**config.mk**
```make
export PLATFORM = sky130hd
export DESIGN_NAME = ntc_resistance_to_temperature_flat
export DESIGN_NICKNAME = d
export VERILOG_FILES = /design/src/sv/ntcrt_pkg.sv /design/src/sv/ntcrt_in_if.sv /design/src/sv/ntcrt_out_if.sv /design/src/sv/ntcrt_front.sv /design/src/sv/ntcrt_queue.sv /design/src/sv/ntcrt_back.sv /design/src/sv/ntc_resistance_to_temperature.sv /design/src/flat_wrapper.sv
export SDC_FILE = /design/constraint.sdc
export NUM_CORES = 1
export LEC_CHECK = 0
export ABC_AREA = 1
export ABC_CLOCK_PERIOD_IN_PS = 26900
export BUFFER_PORTS_ARGS = -buffer_cell sky130_fd_sc_hd__buf_2
export CAP_MARGIN = 20
export CELL_PAD_IN_SITES_DETAIL_PLACEMENT = 0
export CELL_PAD_IN_SITES_GLOBAL_PLACEMENT = 1
export CORE_ASPECT_RATIO = 0.6
export CORE_MARGIN = 1
export CORE_UTILIZATION = 35
export DETAILED_ROUTE_END_ITERATION = 16
export HOLD_SLACK_MARGIN = 0.15
export PLACE_DENSITY = 0.63
export SLEW_MARGIN = 40
export SYNTH_ARGS = -nofsm -noshare
export SYNTH_HDL_FRONTEND = slang
export SYNTH_HIERARCHICAL = 1
export SYNTH_SLANG_ARGS = --single-unit
```
**constraint.sdc**
```tcl
create_clock -name clk -period 26.9 [get_ports clk]
set_input_delay 6.725 -clock clk [delete_from_list [all_inputs] [get_ports clk]]
set_output_delay 6.725 -clock clk [all_outputs]
set_load 0.1 [all_outputs]
```
**src/sv/ntcrt_pkg.sv**
```systemverilog
// ----------------------------------------------------------------------------
// ntcrt_pkg
// Shared types and constants of the NTC resistance to temperature converter:
// the resistance and temperature tables, queue entry and status types.
// ----------------------------------------------------------------------------
package ntcrt_pkg;

  localparam int STORED_ENTRIES = 33;
  localparam int SEG_W          = 6;    // indexes every stored entry
  localparam int RES_W          = 32;
  localparam int TEMP_W         = 12;
  localparam int DT_W           = 12;
  localparam int PROD_W         = RES_W + DT_W;
  // Quotient never exceeds the temperature step between entries (50)
  localparam int QUOT_W         = 7;
  localparam int REM_W          = PROD_W + 2;
  localparam int QUEUE_DEPTH    = 4;

  localparam logic signed [TEMP_W-1:0] TEMP_COLD = -12'sd400;
  localparam logic signed [TEMP_W-1:0] TEMP_HOT  = 12'sd1200;

  localparam logic [RES_W-1:0] OHM_TABLE [STORED_ENTRIES] = '{
    32'd400000000, 32'd260000000, 32'd190000000, 32'd150000000, 32'd110000000,
    32'd75000000,  32'd56000000,  32'd43000000,  32'd33000000,  32'd26000000,
    32'd20000000,  32'd16000000,  32'd13000000,  32'd10000000,  32'd8200000,
    32'd6500000,   32'd5400000,   32'd4300000,   32'd3600000,   32'd3000000,
    32'd2500000,   32'd2000000,   32'd1800000,   32'd1600000,   32'd1300000,
    32'd1000000,   32'd920000,    32'd780000,    32'd650000,    32'd570000,
    32'd490000,    32'd430000,    32'd380000
  };

  localparam logic signed [TEMP_W-1:0] TEMP_TABLE [STORED_ENTRIES] = '{
    -12'sd400, -12'sd350, -12'sd300, -12'sd250, -12'sd200, -12'sd150,
    -12'sd100, -12'sd50,  12'sd0,    12'sd50,   12'sd100,  12'sd150,
    12'sd200,  12'sd250,  12'sd300,  12'sd350,  12'sd400,  12'sd450,
    12'sd500,  12'sd550,  12'sd600,  12'sd650,  12'sd700,  12'sd750,
    12'sd800,  12'sd850,  12'sd900,  12'sd950,  12'sd1000, 12'sd1050,
    12'sd1100, 12'sd1150, 12'sd1200
  };

  typedef enum logic [1:0] {
    CLS_COLD,
    CLS_HOT,
    CLS_INTERP
  } cls_t;

  typedef struct packed {
    cls_t             cls;
    logic [SEG_W-1:0] seg;
    logic [RES_W-1:0] resistance;
  } q_entry_t;

  typedef struct packed {
    logic full;
    logic empty;
  } q_stat_t;

  typedef enum logic [1:0] {
    BK_IDLE,
    BK_MUL,
    BK_DIV,
    BK_OUT
  } bk_state_t;

endpackage

```
**src/sv/ntcrt_in_if.sv**
```systemverilog
// ----------------------------------------------------------------------------
// ntcrt_in_if
// Input channel: thermistor resistance sample with wiring fault flags.
// ----------------------------------------------------------------------------
interface ntcrt_in_if;
  logic        valid;
  logic        ready;
  logic [31:0] resistance_milliohm;
  logic        line_open_fault;
  logic        line_short_fault;

  modport source (output valid, output resistance_milliohm, output line_open_fault,
                  output line_short_fault, input ready);
  modport sink   (input valid, input resistance_milliohm, input line_open_fault,
                  input line_short_fault, output ready);
endinterface

```
**src/sv/ntcrt_out_if.sv**
```systemverilog
// ----------------------------------------------------------------------------
// ntcrt_out_if
// Result channel: temperature in tenths of a degree, two's complement.
// ----------------------------------------------------------------------------
interface ntcrt_out_if;
  logic               valid;
  logic               ready;
  logic signed [11:0] temperature_decidegree;

  modport source (output valid, output temperature_decidegree, input ready);
  modport sink   (input valid, input temperature_decidegree, output ready);
endinterface

```
**src/sv/ntcrt_front.sv**
```systemverilog
// ----------------------------------------------------------------------------
// ntcrt_front
// Accepts samples, decides cold / hot / interpolate and finds the table
// segment that brackets the resistance.
// ----------------------------------------------------------------------------
module ntcrt_front #(
  parameter int USED_ENTRIES = 33
) (
  input  logic                clk,
  input  logic                rst_n,
  ntcrt_in_if.sink            in_ch,
  output logic                push_valid,
  input  logic                push_ready,
  output ntcrt_pkg::q_entry_t push_entry
);
  import ntcrt_pkg::*;

  logic             hold_v_r, hold_v_nxt;
  logic [RES_W-1:0] res_r;
  logic             open_r;
  logic             short_r;
  logic             accept;
  logic [STORED_ENTRIES-1:0] ge;
  logic [SEG_W-1:0] seg;

  assign in_ch.ready = !hold_v_r || push_ready;
  assign accept      = in_ch.valid && in_ch.ready;
  assign push_valid  = hold_v_r;

  always_comb begin
    hold_v_nxt = hold_v_r;
    if (accept) begin
      hold_v_nxt = 1'b1;
    end else if (push_ready) begin
      hold_v_nxt = 1'b0;
    end
  end

  always_ff @(posedge clk) begin
    if (!rst_n) begin
      hold_v_r <= 1'b0;
    end else begin
      hold_v_r <= hold_v_nxt;
    end
  end

  always_ff @(posedge clk) begin
    if (accept) begin
      res_r   <= in_ch.resistance_milliohm;
      open_r  <= in_ch.line_open_fault;
      short_r <= in_ch.line_short_fault;
    end
  end

  // Descending table: entries at or above r form a run from index 0;
  // the segment is where that run ends.
  always_comb begin
    for (int j = 0; j < STORED_ENTRIES; j++) begin
      ge[j] = (j < USED_ENTRIES) && (res_r <= OHM_TABLE[j]);
    end
  end

  always_comb begin
    seg = '0;
    for (int j = 0; j < STORED_ENTRIES - 1; j++) begin
      if (ge[j] && !ge[j+1]) begin
        seg = seg | SEG_W'(j);
      end
    end
  end

  always_comb begin
    push_entry.resistance = res_r;
    push_entry.seg        = seg;
    if (open_r || res_r >= OHM_TABLE[0]) begin
      push_entry.cls = CLS_COLD;
    end else if (short_r || res_r <= OHM_TABLE[USED_ENTRIES-1]) begin
      push_entry.cls = CLS_HOT;
    end else begin
      push_entry.cls = CLS_INTERP;
    end
  end

endmodule

```
**src/sv/ntcrt_queue.sv**
```systemverilog
// ----------------------------------------------------------------------------
// ntcrt_queue
// Small register FIFO between classification and interpolation.
// ----------------------------------------------------------------------------
module ntcrt_queue #(
  parameter int DEPTH = 4
) (
  input  logic                clk,
  input  logic                rst_n,
  input  logic                push,
  input  ntcrt_pkg::q_entry_t push_entry,
  input  logic                pop,
  output ntcrt_pkg::q_entry_t head,
  output ntcrt_pkg::q_stat_t  stat
);
  import ntcrt_pkg::*;

  localparam int PTR_W = (DEPTH > 1) ? $clog2(DEPTH) : 1;
  localparam int CNT_W = $clog2(DEPTH + 1);

  q_entry_t         slot_r [DEPTH];
  logic [PTR_W-1:0] wr_ptr_r, wr_ptr_nxt;
  logic [PTR_W-1:0] rd_ptr_r, rd_ptr_nxt;
  logic [CNT_W-1:0] cnt_r, cnt_nxt;
  logic             do_push;
  logic             do_pop;

  assign stat.full  = (cnt_r == CNT_W'(DEPTH));
  assign stat.empty = (cnt_r == '0);
  assign do_push    = push && !stat.full;
  assign do_pop     = pop && !stat.empty;
  assign head       = slot_r[rd_ptr_r];

  always_comb begin
    wr_ptr_nxt = wr_ptr_r;
    rd_ptr_nxt = rd_ptr_r;
    cnt_nxt    = cnt_r;
    if (do_push) begin
      wr_ptr_nxt = (wr_ptr_r == PTR_W'(DEPTH - 1)) ? '0 : wr_ptr_r + 1'b1;
    end
    if (do_pop) begin
      rd_ptr_nxt = (rd_ptr_r == PTR_W'(DEPTH - 1)) ? '0 : rd_ptr_r + 1'b1;
    end
    if (do_push && !do_pop) begin
      cnt_nxt = cnt_r + 1'b1;
    end else if (do_pop && !do_push) begin
      cnt_nxt = cnt_r - 1'b1;
    end
  end

  always_ff @(posedge clk) begin
    if (!rst_n) begin
      wr_ptr_r <= '0;
      rd_ptr_r <= '0;
      cnt_r    <= '0;
    end else begin
      wr_ptr_r <= wr_ptr_nxt;
      rd_ptr_r <= rd_ptr_nxt;
      cnt_r    <= cnt_nxt;
    end
  end

  always_ff @(posedge clk) begin
    if (do_push) begin
      slot_r[wr_ptr_r] <= push_entry;
    end
  end

endmodule

```
**src/sv/ntcrt_back.sv**
```systemverilog
// ----------------------------------------------------------------------------
// ntcrt_back
// Interpolation engine: one multiply, then a restoring divider that yields
// one quotient bit per cycle, and the output register.
// ----------------------------------------------------------------------------
module ntcrt_back (
  input  logic                clk,
  input  logic                rst_n,
  input  ntcrt_pkg::q_entry_t head,
  input  ntcrt_pkg::q_stat_t  stat,
  output logic                pop,
  ntcrt_out_if.source         out_ch
);
  import ntcrt_pkg::*;

  localparam int CNT_W = $clog2(QUOT_W);

  bk_state_t state_r, state_nxt;
  logic                     out_v_r, out_v_nxt;
  logic signed [TEMP_W-1:0] out_temp_r;
  logic signed [TEMP_W-1:0] res_r;
  logic [SEG_W-1:0]         seg_r;
  logic [RES_W-1:0]         r_r;
  logic [REM_W-1:0]         rem_r;
  logic [REM_W-1:0]         den_sh_r;
  logic [QUOT_W-1:0]        q_r;
  logic [CNT_W-1:0]         cnt_r;
  logic                     out_load;
  logic                     div_last;

  logic [RES_W-1:0]         diff;
  logic [RES_W-1:0]         span;
  logic [DT_W-1:0]          dt;
  logic [PROD_W-1:0]        prod;
  logic                     q_bit;
  logic [QUOT_W-1:0]        q_nxt;
  logic signed [TEMP_W-1:0] sum;

  assign div_last = (cnt_r == CNT_W'(QUOT_W - 1));

  // Next state
  always_comb begin
    state_nxt = state_r;
    case (state_r)
      BK_IDLE: begin
        if (!stat.empty) begin
          state_nxt = (head.cls == CLS_INTERP) ? BK_MUL : BK_OUT;
        end
      end
      BK_MUL:  state_nxt = BK_DIV;
      BK_DIV: begin
        if (div_last) begin
          state_nxt = BK_OUT;
        end
      end
      BK_OUT: begin
        if (!out_v_r || out_ch.ready) begin
          state_nxt = BK_IDLE;
        end
      end
      default: state_nxt = BK_IDLE;
    endcase
  end

  // Outputs
  always_comb begin
    pop      = 1'b0;
    out_load = 1'b0;
    case (state_r)
      BK_IDLE: pop = !stat.empty;
      BK_OUT:  out_load = !out_v_r || out_ch.ready;
      default: begin
        pop      = 1'b0;
        out_load = 1'b0;
      end
    endcase
  end

  always_comb begin
    out_v_nxt = out_v_r;
    if (out_load) begin
      out_v_nxt = 1'b1;
    end else if (out_ch.ready) begin
      out_v_nxt = 1'b0;
    end
  end

  assign out_ch.valid                  = out_v_r;
  assign out_ch.temperature_decidegree = out_temp_r;

  // Datapath
  assign diff  = OHM_TABLE[seg_r] - r_r;
  assign span  = OHM_TABLE[seg_r] - OHM_TABLE[seg_r + 1'b1];
  assign dt    = DT_W'($unsigned(TEMP_TABLE[seg_r + 1'b1] - TEMP_TABLE[seg_r]));
  assign prod  = PROD_W'(diff) * PROD_W'(dt);
  assign q_bit = (rem_r >= den_sh_r);
  assign q_nxt = {q_r[QUOT_W-2:0], q_bit};
  assign sum   = TEMP_TABLE[seg_r] + $signed(TEMP_W'(q_nxt));

  always_ff @(posedge clk) begin
    if (!rst_n) begin
      state_r <= BK_IDLE;
      out_v_r <= 1'b0;
      cnt_r   <= '0;
    end else begin
      state_r <= state_nxt;
      out_v_r <= out_v_nxt;
      if (state_r == BK_DIV) begin
        cnt_r <= div_last ? '0 : cnt_r + 1'b1;
      end
    end
  end

  always_ff @(posedge clk) begin
    case (state_r)
      BK_IDLE: begin
        if (!stat.empty) begin
          seg_r <= head.seg;
          r_r   <= head.resistance;
          res_r <= (head.cls == CLS_COLD) ? TEMP_COLD : TEMP_HOT;
        end
      end
      BK_MUL: begin
        // Round half up: (2*num + d) / (2*d)
        rem_r    <= REM_W'({prod, 1'b0}) + REM_W'(span);
        den_sh_r <= REM_W'({span, 1'b0}) << (QUOT_W - 1);
        q_r      <= '0;
      end
      BK_DIV: begin
        if (q_bit) begin
          rem_r <= rem_r - den_sh_r;
        end
        den_sh_r <= den_sh_r >> 1;
        q_r      <= q_nxt;
        if (div_last) begin
          res_r <= (sum > TEMP_HOT) ? TEMP_HOT : sum;
        end
      end
      default: begin
        if (out_load) begin
          out_temp_r <= res_r;
        end
      end
    endcase
  end

endmodule

```
**src/sv/ntc_resistance_to_temperature.sv**
```systemverilog
// ----------------------------------------------------------------------------
// ntc_resistance_to_temperature
// NTC thermistor resistance (milliohm) to temperature (0.1 degree) converter.
// ----------------------------------------------------------------------------
// Each sample gives one temperature. An open fault, or a resistance at or
// above the first table entry, reads -400; a short fault, or a resistance at
// or below the last used entry, reads 1200; otherwise the value is linearly
// interpolated in a 5-degree table and rounded half up. The front stage
// registers a sample and classifies it from that register, and a four-entry
// queue feeds the interpolation engine. Fault and out-of-range samples pass
// the engine's idle and output states; an interpolated sample also passes a
// multiply state and the bit-serial divider (one quotient bit per cycle).
// The engine finishes one sample before taking the next; the front accepts
// while it works or a result waits, until its register and the queue fill.
// TABLE_ENTRIES selects how many table entries are used (clamped to 2..33).
module ntc_resistance_to_temperature #(
  parameter int TABLE_ENTRIES = 33
) (
  input  logic         clk,
  input  logic         rst_n,
  ntcrt_in_if.sink     in_ch,
  ntcrt_out_if.source  out_ch
);
  import ntcrt_pkg::*;

  localparam int USED_ENTRIES = (TABLE_ENTRIES < 2) ? 2 :
                                (TABLE_ENTRIES > STORED_ENTRIES) ? STORED_ENTRIES :
                                TABLE_ENTRIES;

  logic     push_valid;
  logic     push_ready;
  q_entry_t push_entry;
  q_entry_t head;
  q_stat_t  stat;
  logic     pop;

  assign push_ready = !stat.full;

  ntcrt_front #(
    .USED_ENTRIES (USED_ENTRIES)
  ) u_front (
    .clk        (clk),
    .rst_n      (rst_n),
    .in_ch      (in_ch),
    .push_valid (push_valid),
    .push_ready (push_ready),
    .push_entry (push_entry)
  );

  ntcrt_queue #(
    .DEPTH (QUEUE_DEPTH)
  ) u_queue (
    .clk        (clk),
    .rst_n      (rst_n),
    .push       (push_valid),
    .push_entry (push_entry),
    .pop        (pop),
    .head       (head),
    .stat       (stat)
  );

  ntcrt_back u_back (
    .clk    (clk),
    .rst_n  (rst_n),
    .head   (head),
    .stat   (stat),
    .pop    (pop),
    .out_ch (out_ch)
  );

  a_queue_status: assert property (@(posedge clk) disable iff (!rst_n)
    !(stat.full && stat.empty))
    else $error("queue reports full and empty at once");

  a_pop_nonempty: assert property (@(posedge clk) disable iff (!rst_n)
    pop |-> !stat.empty)
    else $error("engine pops an empty queue");

  a_temp_range: assert property (@(posedge clk) disable iff (!rst_n)
    out_ch.valid |-> (out_ch.temperature_decidegree >= TEMP_COLD &&
                      out_ch.temperature_decidegree <= TEMP_HOT))
    else $error("temperature out of range");

  a_push_dropped: assert property (@(posedge clk) disable iff (!rst_n)
    (push_valid && stat.full) |=> push_valid)
    else $error("front dropped a classified transaction");

endmodule

```
**src/flat_wrapper.sv**
```systemverilog
// flat-port wrapper written by rule: the top's interface ports become plain ports
module ntc_resistance_to_temperature_flat import ntcrt_pkg::*;
#(
  parameter int TABLE_ENTRIES = 33
)
  (clk, rst_n, in_ch_valid, in_ch_resistance_milliohm, in_ch_line_open_fault, in_ch_line_short_fault, in_ch_ready, out_ch_valid, out_ch_temperature_decidegree, out_ch_ready);
  ntcrt_in_if in_ch_i ();
  ntcrt_out_if out_ch_i ();
  input  logic clk;
  input  logic rst_n;
  input wire logic [$bits(in_ch_i.valid)-1:0] in_ch_valid;
  input wire logic [$bits(in_ch_i.resistance_milliohm)-1:0] in_ch_resistance_milliohm;
  input wire logic [$bits(in_ch_i.line_open_fault)-1:0] in_ch_line_open_fault;
  input wire logic [$bits(in_ch_i.line_short_fault)-1:0] in_ch_line_short_fault;
  output wire logic [$bits(in_ch_i.ready)-1:0] in_ch_ready;
  output wire logic [$bits(out_ch_i.valid)-1:0] out_ch_valid;
  output wire logic [$bits(out_ch_i.temperature_decidegree)-1:0] out_ch_temperature_decidegree;
  input wire logic [$bits(out_ch_i.ready)-1:0] out_ch_ready;
  assign in_ch_i.valid = in_ch_valid;
  assign in_ch_i.resistance_milliohm = in_ch_resistance_milliohm;
  assign in_ch_i.line_open_fault = in_ch_line_open_fault;
  assign in_ch_i.line_short_fault = in_ch_line_short_fault;
  assign in_ch_ready = in_ch_i.ready;
  assign out_ch_valid = out_ch_i.valid;
  assign out_ch_temperature_decidegree = out_ch_i.temperature_decidegree;
  assign out_ch_i.ready = out_ch_ready;
  ntc_resistance_to_temperature #(.TABLE_ENTRIES(TABLE_ENTRIES)) u_core (.clk(clk), .rst_n(rst_n), .in_ch(in_ch_i), .out_ch(out_ch_i));
endmodule
```
Word-level counts from Yosys, hierarchy flattened
Memory sizes are Yosys's and may differ from the RTL's. A register that Yosys moved wholly into a read port is not among the register bits.
Cells that the tools add are included.
{"block": "classes", "n_addsub": 12, "multipliers": 1, "magnitude_cmp": 37, "n_eq_ne": 14, "mux": 88, "bitwise": 3, "reduce_logical": 91}
{"cell": "$mux W32", "n": 6}
{"cell": "$pmux W46 S2", "n": 2}
{"cell": "$le A32 B20 Y1 const B", "n": 5}
{"cell": "$mux W12", "n": 12}
{"cell": "$le A32 B21 Y1 const B", "n": 4}
{"cell": "$le A32 B23 Y1 const B", "n": 4}
{"cell": "$le A32 B19 Y1 const B", "n": 3}
{"cell": "$le A32 B22 Y1 const B", "n": 3}
{"cell": "$le A32 B24 Y1 const B", "n": 3}
{"cell": "$le A32 B25 Y1 const B", "n": 3}
{"cell": "$le A32 B28 Y1 const B", "n": 3}
{"cell": "$mux W46", "n": 2}
{"cell": "$mux W5", "n": 16}
{"cell": "$le A32 B26 Y1 const B", "n": 2}
{"cell": "$le A32 B27 Y1 const B", "n": 2}
{"cell": "$sub A32 B32 Y32", "n": 2}
{"cell": "$add A45 B32 Y46", "n": 1}
{"cell": "$ge A46 B46 Y1", "n": 1}
{"cell": "$sub A46 B46 Y46", "n": 1}
{"cell": "$mul A32 B12 Y44", "n": 1}
{"cell": "$logic_not A1 Y1", "n": 37}
{"cell": "$logic_and A1 B1 Y1", "n": 36}
{"cell": "$ge A32 B29 Y1 const B", "n": 1}
{"cell": "$mux W2", "n": 16}
{"cell": "29 further kinds", "n": 80}
{"block": "word_totals", "register_bits": 208, "ramBits": 156, "rom_bits": 5632, "output_inout_bits": 14, "elab_cells": 268, "memories": 5}
{"name": "(no name shown)", "depth": 64, "width": 32, "rd": 1, "rd_clocked_by_memory_dff": 0, "write_ports": 0, "line_no": "ntcrt_back.sv:93", "source": "assign span = OHM_TABLE[seg_r] - OHM_TABLE[seg_r + 1'b1];"}
{"name": "(no name shown)", "depth": 64, "width": 32, "rd": 1, "rd_clocked_by_memory_dff": 0, "write_ports": 0, "line_no": "ntcrt_back.sv:93"}
{"name": "(no name shown)", "depth": 64, "width": 12, "rd": 1, "rd_clocked_by_memory_dff": 0, "write_ports": 0, "line_no": "ntcrt_back.sv:98", "source": "assign sum = TEMP_TABLE[seg_r] + $signed(TEMP_W'(q_nxt));"}
{"name": "(no name shown)", "depth": 64, "width": 12, "rd": 1, "rd_clocked_by_memory_dff": 0, "write_ports": 0, "line_no": "ntcrt_back.sv:94", "source": "assign dt = DT_W'($unsigned(TEMP_TABLE[seg_r + 1'b1] - TEMP_TABLE[seg_r]));"}
{"name": "u_core.u_queue.slot_r", "depth": 4, "width": 39, "rd": 1, "rd_clocked_by_memory_dff": 1, "write_ports": 1, "line_no": "ntcrt_queue.sv:21", "source": "q_entry_t slot_r [DEPTH];"}

Longest topological paths before layout
Gate-level depths: netlist (run 1).
{"block": "logic_depth", "ltp_word": 34, "mapped_depth": 58, "depth_no_buf": 56}

By module
Netlist (run 1), hierarchy kept.
{"module": "ntcrt_back", "n_inst": 1, "cells_each": 4083, "area_per_inst_um2": 28623.7}
{"module": "ntcrt_queue", "n_inst": 1, "cells_each": 459, "area_per_inst_um2": 6550.0}
{"module": "ntcrt_front", "n_inst": 1, "cells_each": 959, "area_per_inst_um2": 5151.2}
{"module": "ntc_resistance_to_temperature", "n_inst": 1, "cells_each": 1, "area_per_inst_um2": 3.8}

Worst setup path after synthesis (run 1)
OpenSTA, ideal clock, no wires.
{"block": "synth_timing", "path_type": "reg2reg", "startpoint": "reg u_core.u_back.seg_r[2]", "endpoint": "reg u_core.u_back.rem_r[36], data pin", "setup_ns": 0.260, "arrival_time_ns": 9.225, "required_ns": 26.640, "slack_ns": 17.414, "stages_incl_launch_ff": 47, "n_path_buf": 5, "path_cell_list": "edfxtp_1 inv_1 clkbuf_1 ha_1 clkbuf_1 inv_1 buf_1 nand2_1 a311oi_1 nor3_1 ha_1 inv_1 o221ai_1 a21oi_1 or2_2 nand2_1 a21oi_1 xor2_1 [... 11 more ...] nand2_1 inv_1 nand2_1 inv_1 a21oi_1 nand3_1 xor2_1 ha_1 nand2_1 nor2_1 inv_1 o21ai_0 nand2_1 nand3_1 nand3_1 or2_2 nand3_1 o21ai_0"}
{"block": "synth_between", "elab_chain_cells": 9, "elab_cells_between_ends": 21, "cone_classes": "add/sub (5); mul (1); mux (9); bitwise (2); memory (4)"}
{"element": "from (decl)", "line_no": "ntcrt_back.sv:22", "source": "logic [SEG_W-1:0] seg_r;"}
{"element": "from (signal assigned)", "line_no": "ntcrt_back.sv:118", "source": "seg_r <= head.seg;"}
{"element": "$add A6 B1 Y6", "line_no": "ntcrt_back.sv:93, ntcrt_back.sv:94"}
{"element": "$not A6 Y7 (not written as such)", "line_no": "ntcrt_back.sv:93, ntcrt_back.sv:94"}
{"element": "$mem_v2 Z64 W12"}
{"element": "$mux W12 (not written as such) (2 in series)", "line_no": "ntcrt_back.sv:94"}
{"element": "$sub A12 B12 Y12", "line_no": "ntcrt_back.sv:94"}
{"element": "$mul A32 B12 Y44", "line_no": "ntcrt_back.sv:95", "source": "assign prod = PROD_W'(diff) * PROD_W'(dt);"}
{"element": "$add A45 B32 Y46 *", "line_no": "ntcrt_back.sv:125", "source": "rem_r <= REM_W'({prod, 1'b0}) + REM_W'(span);"}
{"element": "$pmux W46 S2 *", "line_no": "ntcrt_back.sv:115", "source": "case (state_r)"}
{"element": "to (signal assigned)", "line_no": "ntcrt_back.sv:125"}
{"element": "to (signal assigned)", "line_no": "ntcrt_back.sv:131", "source": "rem_r <= rem_r - den_sh_r;"}
{"element": "to (decl)", "line_no": "ntcrt_back.sv:24", "source": "logic [REM_W-1:0] rem_r;"}
Every way passes the cells marked *; elsewhere a longest branch is shown, timed or not. The select of a mux whose other input is x is not followed.
A chain may end at the register's enable or synchronous reset.

Final worst setup path (run 1)
{"block": "layout_timing", "startpoint": "reg u_core.u_back.seg_r[4]", "endpoint": "reg u_core.u_back.rem_r[39], data pin"}
The elaborated chain is that of the path after synthesis.

==> flow_summary.ini, run 1 <==
[outcome]
status = finished clean

[yosys]
synthFlopType = edfxtp_1
synth_warnings = 6
yosys.area_share.simple = 0.266
syn_nets = 6090
synth_compound_area_frac = 0.118
async_flop_share = 0
synth_top_family_by_area = simple AND/OR/NAND/NOR gates
synth_xor_area_frac = 0.0231
ys_types = 70
syn_avg_cell_area_sq_um = 7.33
yosysSeqAreaShare = 0.266
post_synth_fa_ha_maj_area_fraction = 0.222
synth_area_sq_um = 40300
synth_mux_area_frac = 0
synth-edff-count = 347
ys_seq_elements = 363
synth_cells = 5502

[placed_design]
place_hpwl_microns = 150000
gp_congestion = 1.05
portBuffers = 51

[setup_path]
worstReg2RegStart = u_core/u_back/seg_r[4]
end_kind = register
regToRegEndpoint = u_core/u_back/rem_r[39]
arrival_ns = 12.89
critical_path.max_stage_delay_ns = 0.58
slowest_stage = o21ai_0
required_ns = 27.23
r2r_cells = 48
crit_family = simple AND/OR/NAND/NOR gates
cp_max_fo = 24
path_class = reg -> reg
cp_common_cell = nand2_1
start_kind = register
critPathBufInv = 11
ff2ff_setup_slack_ns = 14.34

[timing]
setup_tns_ns = 0
finalSetupViolCount = 0
maxSlewViolCount = 0
finClkSkew_ns = 0.0378
tightest_slew_ns = 0.952
fmaxAchievable_mhz = 79.6
rsz0062_at_grt = no
post-route-min-period_ns = 12.56
finalHoldViolations = 0
slew_headroom = 0.363
min_period_over_period = 0.467

[clocking]
cts-htree-levels = 2
clockBufferDepth = 3
cts_root_buf = clkbuf_16
insertion_delay_ns = 0.63
clk_pin_slew_worst_paths_ns = 0.06
cts_resized = 0
ctsHoldBuffers = 0
cts-buffers-inserted = 43
cts_tree = built
cts.sinks = 363
cts_setup_buffers = 0

[routing]
via_per_inst = 5.49
num_vias = 38900
drt-initial-drc-count = 5143
drtPass1Iterations = 6
drc_errors = 0
drt_wl_total_microns = 181000
wl_per_cell_microns = 25.6
postRouteAntennaNets = 0

[die]
start_util = 0.353
die_w_microns = 440
num_rows = 96
die_area_sq_um = 117000
io_pins = 52
core_sq_um = 114000
die_h_microns = 265

[cells_and_area]
nNetsFinal = 6116
area.sequential_sq_um = 10700
drive_gt1_frac = 0.0597
fillers = 12200
multi_input_area_sq_um = 25600
area_growth_pct = 8.98

[global_routing]
grt_overflow = 0
grt_pass1_wl_microns = 263000
grt_pass1_vias = 36300
antenna_found_initial = 8
grt_usage = 0.311
grt_max_degree = 81

[run]
cap_viol_max_count = 0

[hold_path]
hold_path_startpoint = u_core/u_back/res_r[3]
min_path_type = reg -> reg
holdPathStages = 0
whs_endpoint = u_core/u_back/out_ch.temperature_decidegree[3]
-- cell type report --
type / instances / area share
sequential: 363 / 0.244
antenna: 3 / 0.000171
timing repair buffer: 110 / 0.0158
tap: 1519 / 0.0432
clock inverter: 28 / 0.00843
clock buffer: 50 / 0.0253
multi-input combinational: 4090 / 0.584
inverter: 920 / 0.0791
-- cell families after synthesis --
family | count (synthesis)
and+or+nand+nor | 2579
buffers and inverters | 1049
AOI/OAI and AO/OA | 860
adders and majority gates | 550
DFF | 363
xor gates and xnor gates | 100
other | 1
-- registers in the layout, indices dropped and copies added (netlist names), 6 cells and up, named ones only --
register,cells
u_core/u_back/res_r,12
u_core/u_back/q_r,6
u_core/u_back/den_sh_r,39
u_core/u_back/seg_r,6
u_core/u_queue/slot_r,160
u_core/u_front/res_r,32
u_core/u_back/out_ch.temperature_decidegree,12
u_core/u_back/r_r,32
u_core/u_back/rem_r,46
-- worst max path at each step --
stage	startpoint	endpoint	slack, ns	depth (start not counted)
after CTS	u_core/u_back/seg_r[0]	u_core/u_back/rem_r[43]	14.95	47
after global placement	u_core/u_back/seg_r[0]	u_core/u_back/rem_r[39]	14.54	44
after floorplan	u_core/u_back/seg_r[2]	u_core/u_back/rem_r[36]	17.41	46
after global routing	u_core/u_back/seg_r[0]	u_core/u_back/rem_r[39]	13.72	47
final	u_core/u_back/seg_r[4]	u_core/u_back/rem_r[39]	14.34	48
after detailed placement	u_core/u_back/seg_r[0]	u_core/u_back/rem_r[39]	15.05	47
-- routing by layer --
metal,GRT usage,up-vias,routed length (microns),part of all wire
met4,0.0335,0,1560,0.0086
met1,0.537,18900,96700,0.53
met5,0,-,0,0
met3,0.138,96,27800,0.15
li1,-,17900,-,-
met2,0.329,1991,55100,0.30
-- worst reg2reg max path, delay by kind of cell (launching register included) --
| kind | cells | cell delay [ns] |
|---|---|---|
| simple gates | 19 | 3.91 |
| fa+ha+maj | 8 | 3.79 |
| buf+inv | 11 | 1.95 |
| compound gates | 9 | 1.87 |
| flops | 1 | 0.38 |
| xor+xnor | 1 | 0.34 |
-- Yosys cell counts (11+ instances only) --
| cell | n | area, sq um |
|---|---|---|
| a211oi_1 | 12 | 90.1 |
| a21o_1 | 30 | 225 |
| a21oi_1 | 306 | 1530 |
| a31oi_1 | 38 | 238 |
| buf_2 | 25 | 125 |
| clkbuf_1 | 69 | 259 |
| dfxtp_1 | 16 | 320 |
| edfxtp_1 | 347 | 10400 |
| fa_1 | 276 | 5530 |
| ha_1 | 274 | 3430 |
| inv_1 | 894 | 3360 |
| inv_2 | 18 | 67.6 |
| nand2_1 | 1240 | 4650 |
| nand2_2 | 15 | 93.8 |
| nand3_1 | 308 | 1540 |
| nand3b_1 | 17 | 128 |
| nand4_1 | 42 | 263 |
| nor2_1 | 779 | 2920 |
| nor2_2 | 12 | 75.1 |
| nor2_4 | 11 | 124 |
| nor3_1 | 77 | 385 |
| nor4_1 | 14 | 87.6 |
| o2111ai_1 | 11 | 96.3 |
| o211ai_1 | 11 | 82.6 |
| o21ai_0 | 295 | 1480 |
| o21ai_1 | 47 | 235 |
| o21bai_1 | 11 | 82.6 |
| o22ai_1 | 48 | 300 |
| or2_2 | 37 | 231 |
| xnor2_1 | 39 | 342 |
| xor2_1 | 58 | 508 |
-- stage by stage --
stage	std cells	instance area [sq um]	utilization	worst slack, ns	hold WS (ns)
after floorplan	5502	40300	-	17.41	0.400
after global placement	7001	42300	0.370	14.54	0.401
after detailed placement	7002	42400	0.372	15.05	0.405
after CTS	7080	43900	0.384	14.95	0.426
after global routing	7080	43900	0.385	13.72	0.432
final	7083	43900	0.385	14.34	0.424
-- layout by cell type (no fill, tap or decap), types with 8 or more instances in the layout --
cell type and count:
nand2_1 1239, inv_1 890, nor2_1 772, edfxtp_1 347
nand3_1 308, a21oi_1 303, o21ai_0 291, fa_1 276
ha_1 272, nor3_1 77, buf_4 58, buf_2 52
o21ai_1 50, xor2_1 50, o22ai_1 48, clkbuf_16 43
nand4_1 42, or2_2 37, a31oi_1 36, xnor2_1 34
a21o_1 30, inv_2 21, nand3b_1 17, nor2_4 16
nand2_2 16, dfxtp_1 15, nor2_2 14, o211ai_1 11
o21bai_1 11, clkinv_1 10, a211oi_1 10, o2111ai_1 10
a21boi_0 10, nor4_1 9, xor2_2 8
Power of run 1 is left out: the tool's default activity adds up to more than one toggle a clock period on the data nets, which glitch-free logic cannot reach.
==> run 2: changes to the inputs <==
--- a/config.mk
+++ b/config.mk
@@ -6,7 +6,7 @@
 export NUM_CORES = 1
 export LEC_CHECK = 0
 export ABC_AREA = 1
-export ABC_CLOCK_PERIOD_IN_PS = 26900
+export ABC_CLOCK_PERIOD_IN_PS = 11100
 export BUFFER_PORTS_ARGS = -buffer_cell sky130_fd_sc_hd__buf_2
 export CAP_MARGIN = 20
 export CELL_PAD_IN_SITES_DETAIL_PLACEMENT = 0
@@ -16,7 +16,7 @@
 export CORE_UTILIZATION = 35
 export DETAILED_ROUTE_END_ITERATION = 16
 export HOLD_SLACK_MARGIN = 0.15
-export PLACE_DENSITY = 0.63
+export PLACE_DENSITY = 0.66
 export SLEW_MARGIN = 40
 export SYNTH_ARGS = -nofsm -noshare
 export SYNTH_HDL_FRONTEND = slang
==> constraint.sdc (replaced) <==
create_clock -name clk -period 11.1 [get_ports clk]
set_input_delay 2.775 -clock clk [delete_from_list [all_inputs] [get_ports clk]]
set_output_delay 2.775 -clock clk [all_outputs]
set_load 0.1 [all_outputs]
==> flow_summary.ini, run 2 (synthesis gave the netlist of run 1 again) <==
[timing]
finClkSkew_ns = 0.0413
finalHoldViolations = 0
tightest_slew_ns = 0.927
whs_ns = 0.442
finalSetupViolCount = 0
rsz0062_at_grt = yes
post-route-min-period_ns = 10.72
maxSlewViolCount = 0
setup_tns_ns = 0
setup_ws_ns = 0.382
slew_headroom = 0.379
fmaxAchievable_mhz = 93.3
min_period_over_period = 0.966

[routing]
wl_met3_microns = 28500
postRouteAntennaNets = 0
drtPass1Iterations = 6
num_vias = 39400
wl_met1_microns = 95500
wl_per_cell_microns = 25.0
drt_wl_total_microns = 181000
via_per_inst = 5.44
drc_errors = 0
routed.top_layer = met4
drt-initial-drc-count = 5257
wl_met2_microns = 55900

[die]
io_pins = 52
die_w_microns = 440
num_rows = 96
die_area_sq_um = 117000
start_util = 0.353
core_sq_um = 114000
die_h_microns = 265

[global_routing]
grt_pass1_vias = 36400
grt_overflow = 0
grt_usage = 0.309
grt_pass1_wl_microns = 262000
grt_max_degree = 81
antenna_found_initial = 4

[setup_path]
slowest_stage = ha_1
cp_max_fo = 8
regToRegEndpoint = u_core/u_back/rem_r[44]
start_kind = register
required_ns = 11.45
r2r_cells = 42
critical_path.max_stage_delay_ns = 0.59
end_kind = register
worstReg2RegStart = u_core/u_back/seg_r[0]
ff2ff_setup_slack_ns = 0.38
arrival_ns = 11.07
path_class = reg -> reg

[cells_and_area]
final_common_cell = nand2_1
largest_reg_flops = 160
layout_common_cells = nand2_1, inv_1, nor2_1, edfxtp_1, nand3_1
area_growth_pct = 12.3
reg.largest.list = u_core/u_queue/slot_r (160), u_core/u_back/rem_r (46), u_core/u_back/den_sh_r (39)
largest-register = u_core/u_queue/slot_r
nNetsFinal = 6287
drive_gt1_frac = 0.0923

[clocking]
cts_root_buf = clkbuf_16
ctsHoldBuffers = 0
cts-buffers-inserted = 42
clk_pin_slew_worst_paths_ns = 0.07
cts.sinks = 363
cts-htree-levels = 2
clockBufferDepth = 3
cts_tree = built
insertion_delay_ns = 0.64

[placed_design]
place_hpwl_microns = 152000
gp_congestion = 1.07
place_ws_ns = -0.0184
portBuffers = 51

[hold_path]
min_path_type = reg -> reg
holdPathStages = 0
whs_endpoint = u_core/u_back/out_ch.temperature_decidegree[3]
hold_path_startpoint = u_core/u_back/res_r[3]

[outcome]
status = finished clean

[run]
cap_viol_max_count = 0
-- run 2: cell types whose count changed in the layout (fill, tap and decap cells not counted), sizes merged --
cell      change
clkbuf        +2
inv           -1
bufinv        -3
clkinv        -6
clkinvlp      +7
buf         +171
-- run 2: area by class of cell --
cell class / instances / area, sq um
antenna: 3 / 7.51
multi-input combinational: 4090 / 25700
sequential: 363 / 10700
fill: 12200 / 68900
clock buffer: 52 / 1110
tap: 1519 / 1900
timing repair buffer: 281 / 2020
clock inverter: 24 / 288
timing repair inverter: 1 / 7.51
inverter: 920 / 3490
-- run 2: worst max-delay path, delay by kind of cell, from the launching register on --
| kind | cells | cell delay (ns) |
|---|---|---|
| adder cells (fa/ha/maj) | 8 | 4.03 |
| AND/OR/NAND/NOR | 16 | 2.76 |
| AO/OA/AOI/OAI | 6 | 1.80 |
| buffers and inverters | 11 | 1.11 |
| flip-flops | 1 | 0.49 |
| XOR/XNOR | 1 | 0.25 |
-- run 2: stage by stage --
step / utilization / std cells / cell area, sq um
after floorplan: - / 5502 / 40300
after global placement: 0.380 / 7157 / 43500
after detailed placement: 0.381 / 7157 / 43500
after CTS: 0.393 / 7233 / 44900
after global routing: 0.397 / 7250 / 45300
final: 0.397 / 7253 / 45300
-- run 2: layer usage --
metal / GRT usage / vias up
li1: - / 18200
met1: 0.530 / 19200
met2: 0.328 / 1954
met3: 0.143 / 89
met4: 0.0271 / 0
met5: 0 / -
-- run 2: what timing repair did --
item                                    4_1_cts  5_1_grt
gates resized for setup                       1       57
pin swaps                                     0        5
endpoints found under the setup margin        1       27
setup buffers                                 0       16
gates cloned                                  0        1
-- run 2: worst max-delay path by stage --
| stage | startpoint | slack [ns] | endpoint | cells past startpoint |
|---|---|---|---|---|
| after global routing | u_core/u_back/seg_r[1] | -0.03 | u_core/u_back/rem_r[43] | 49 |
| after detailed placement | u_core/u_back/seg_r[1] | -0.02 | u_core/u_back/rem_r[22] | 43 |
| final | u_core/u_back/seg_r[0] | 0.38 | u_core/u_back/rem_r[44] | 42 |
| after CTS | u_core/u_back/seg_r[1] | 0.05 | u_core/u_back/rem_r[18] | 44 |
| after global placement | u_core/u_back/seg_r[1] | -0.15 | u_core/u_back/rem_r[43] | 50 |
| after floorplan | u_core/u_back/seg_r[2] | 1.61 | u_core/u_back/rem_r[36] | 46 |
Power of run 2 is left out for the same reason.
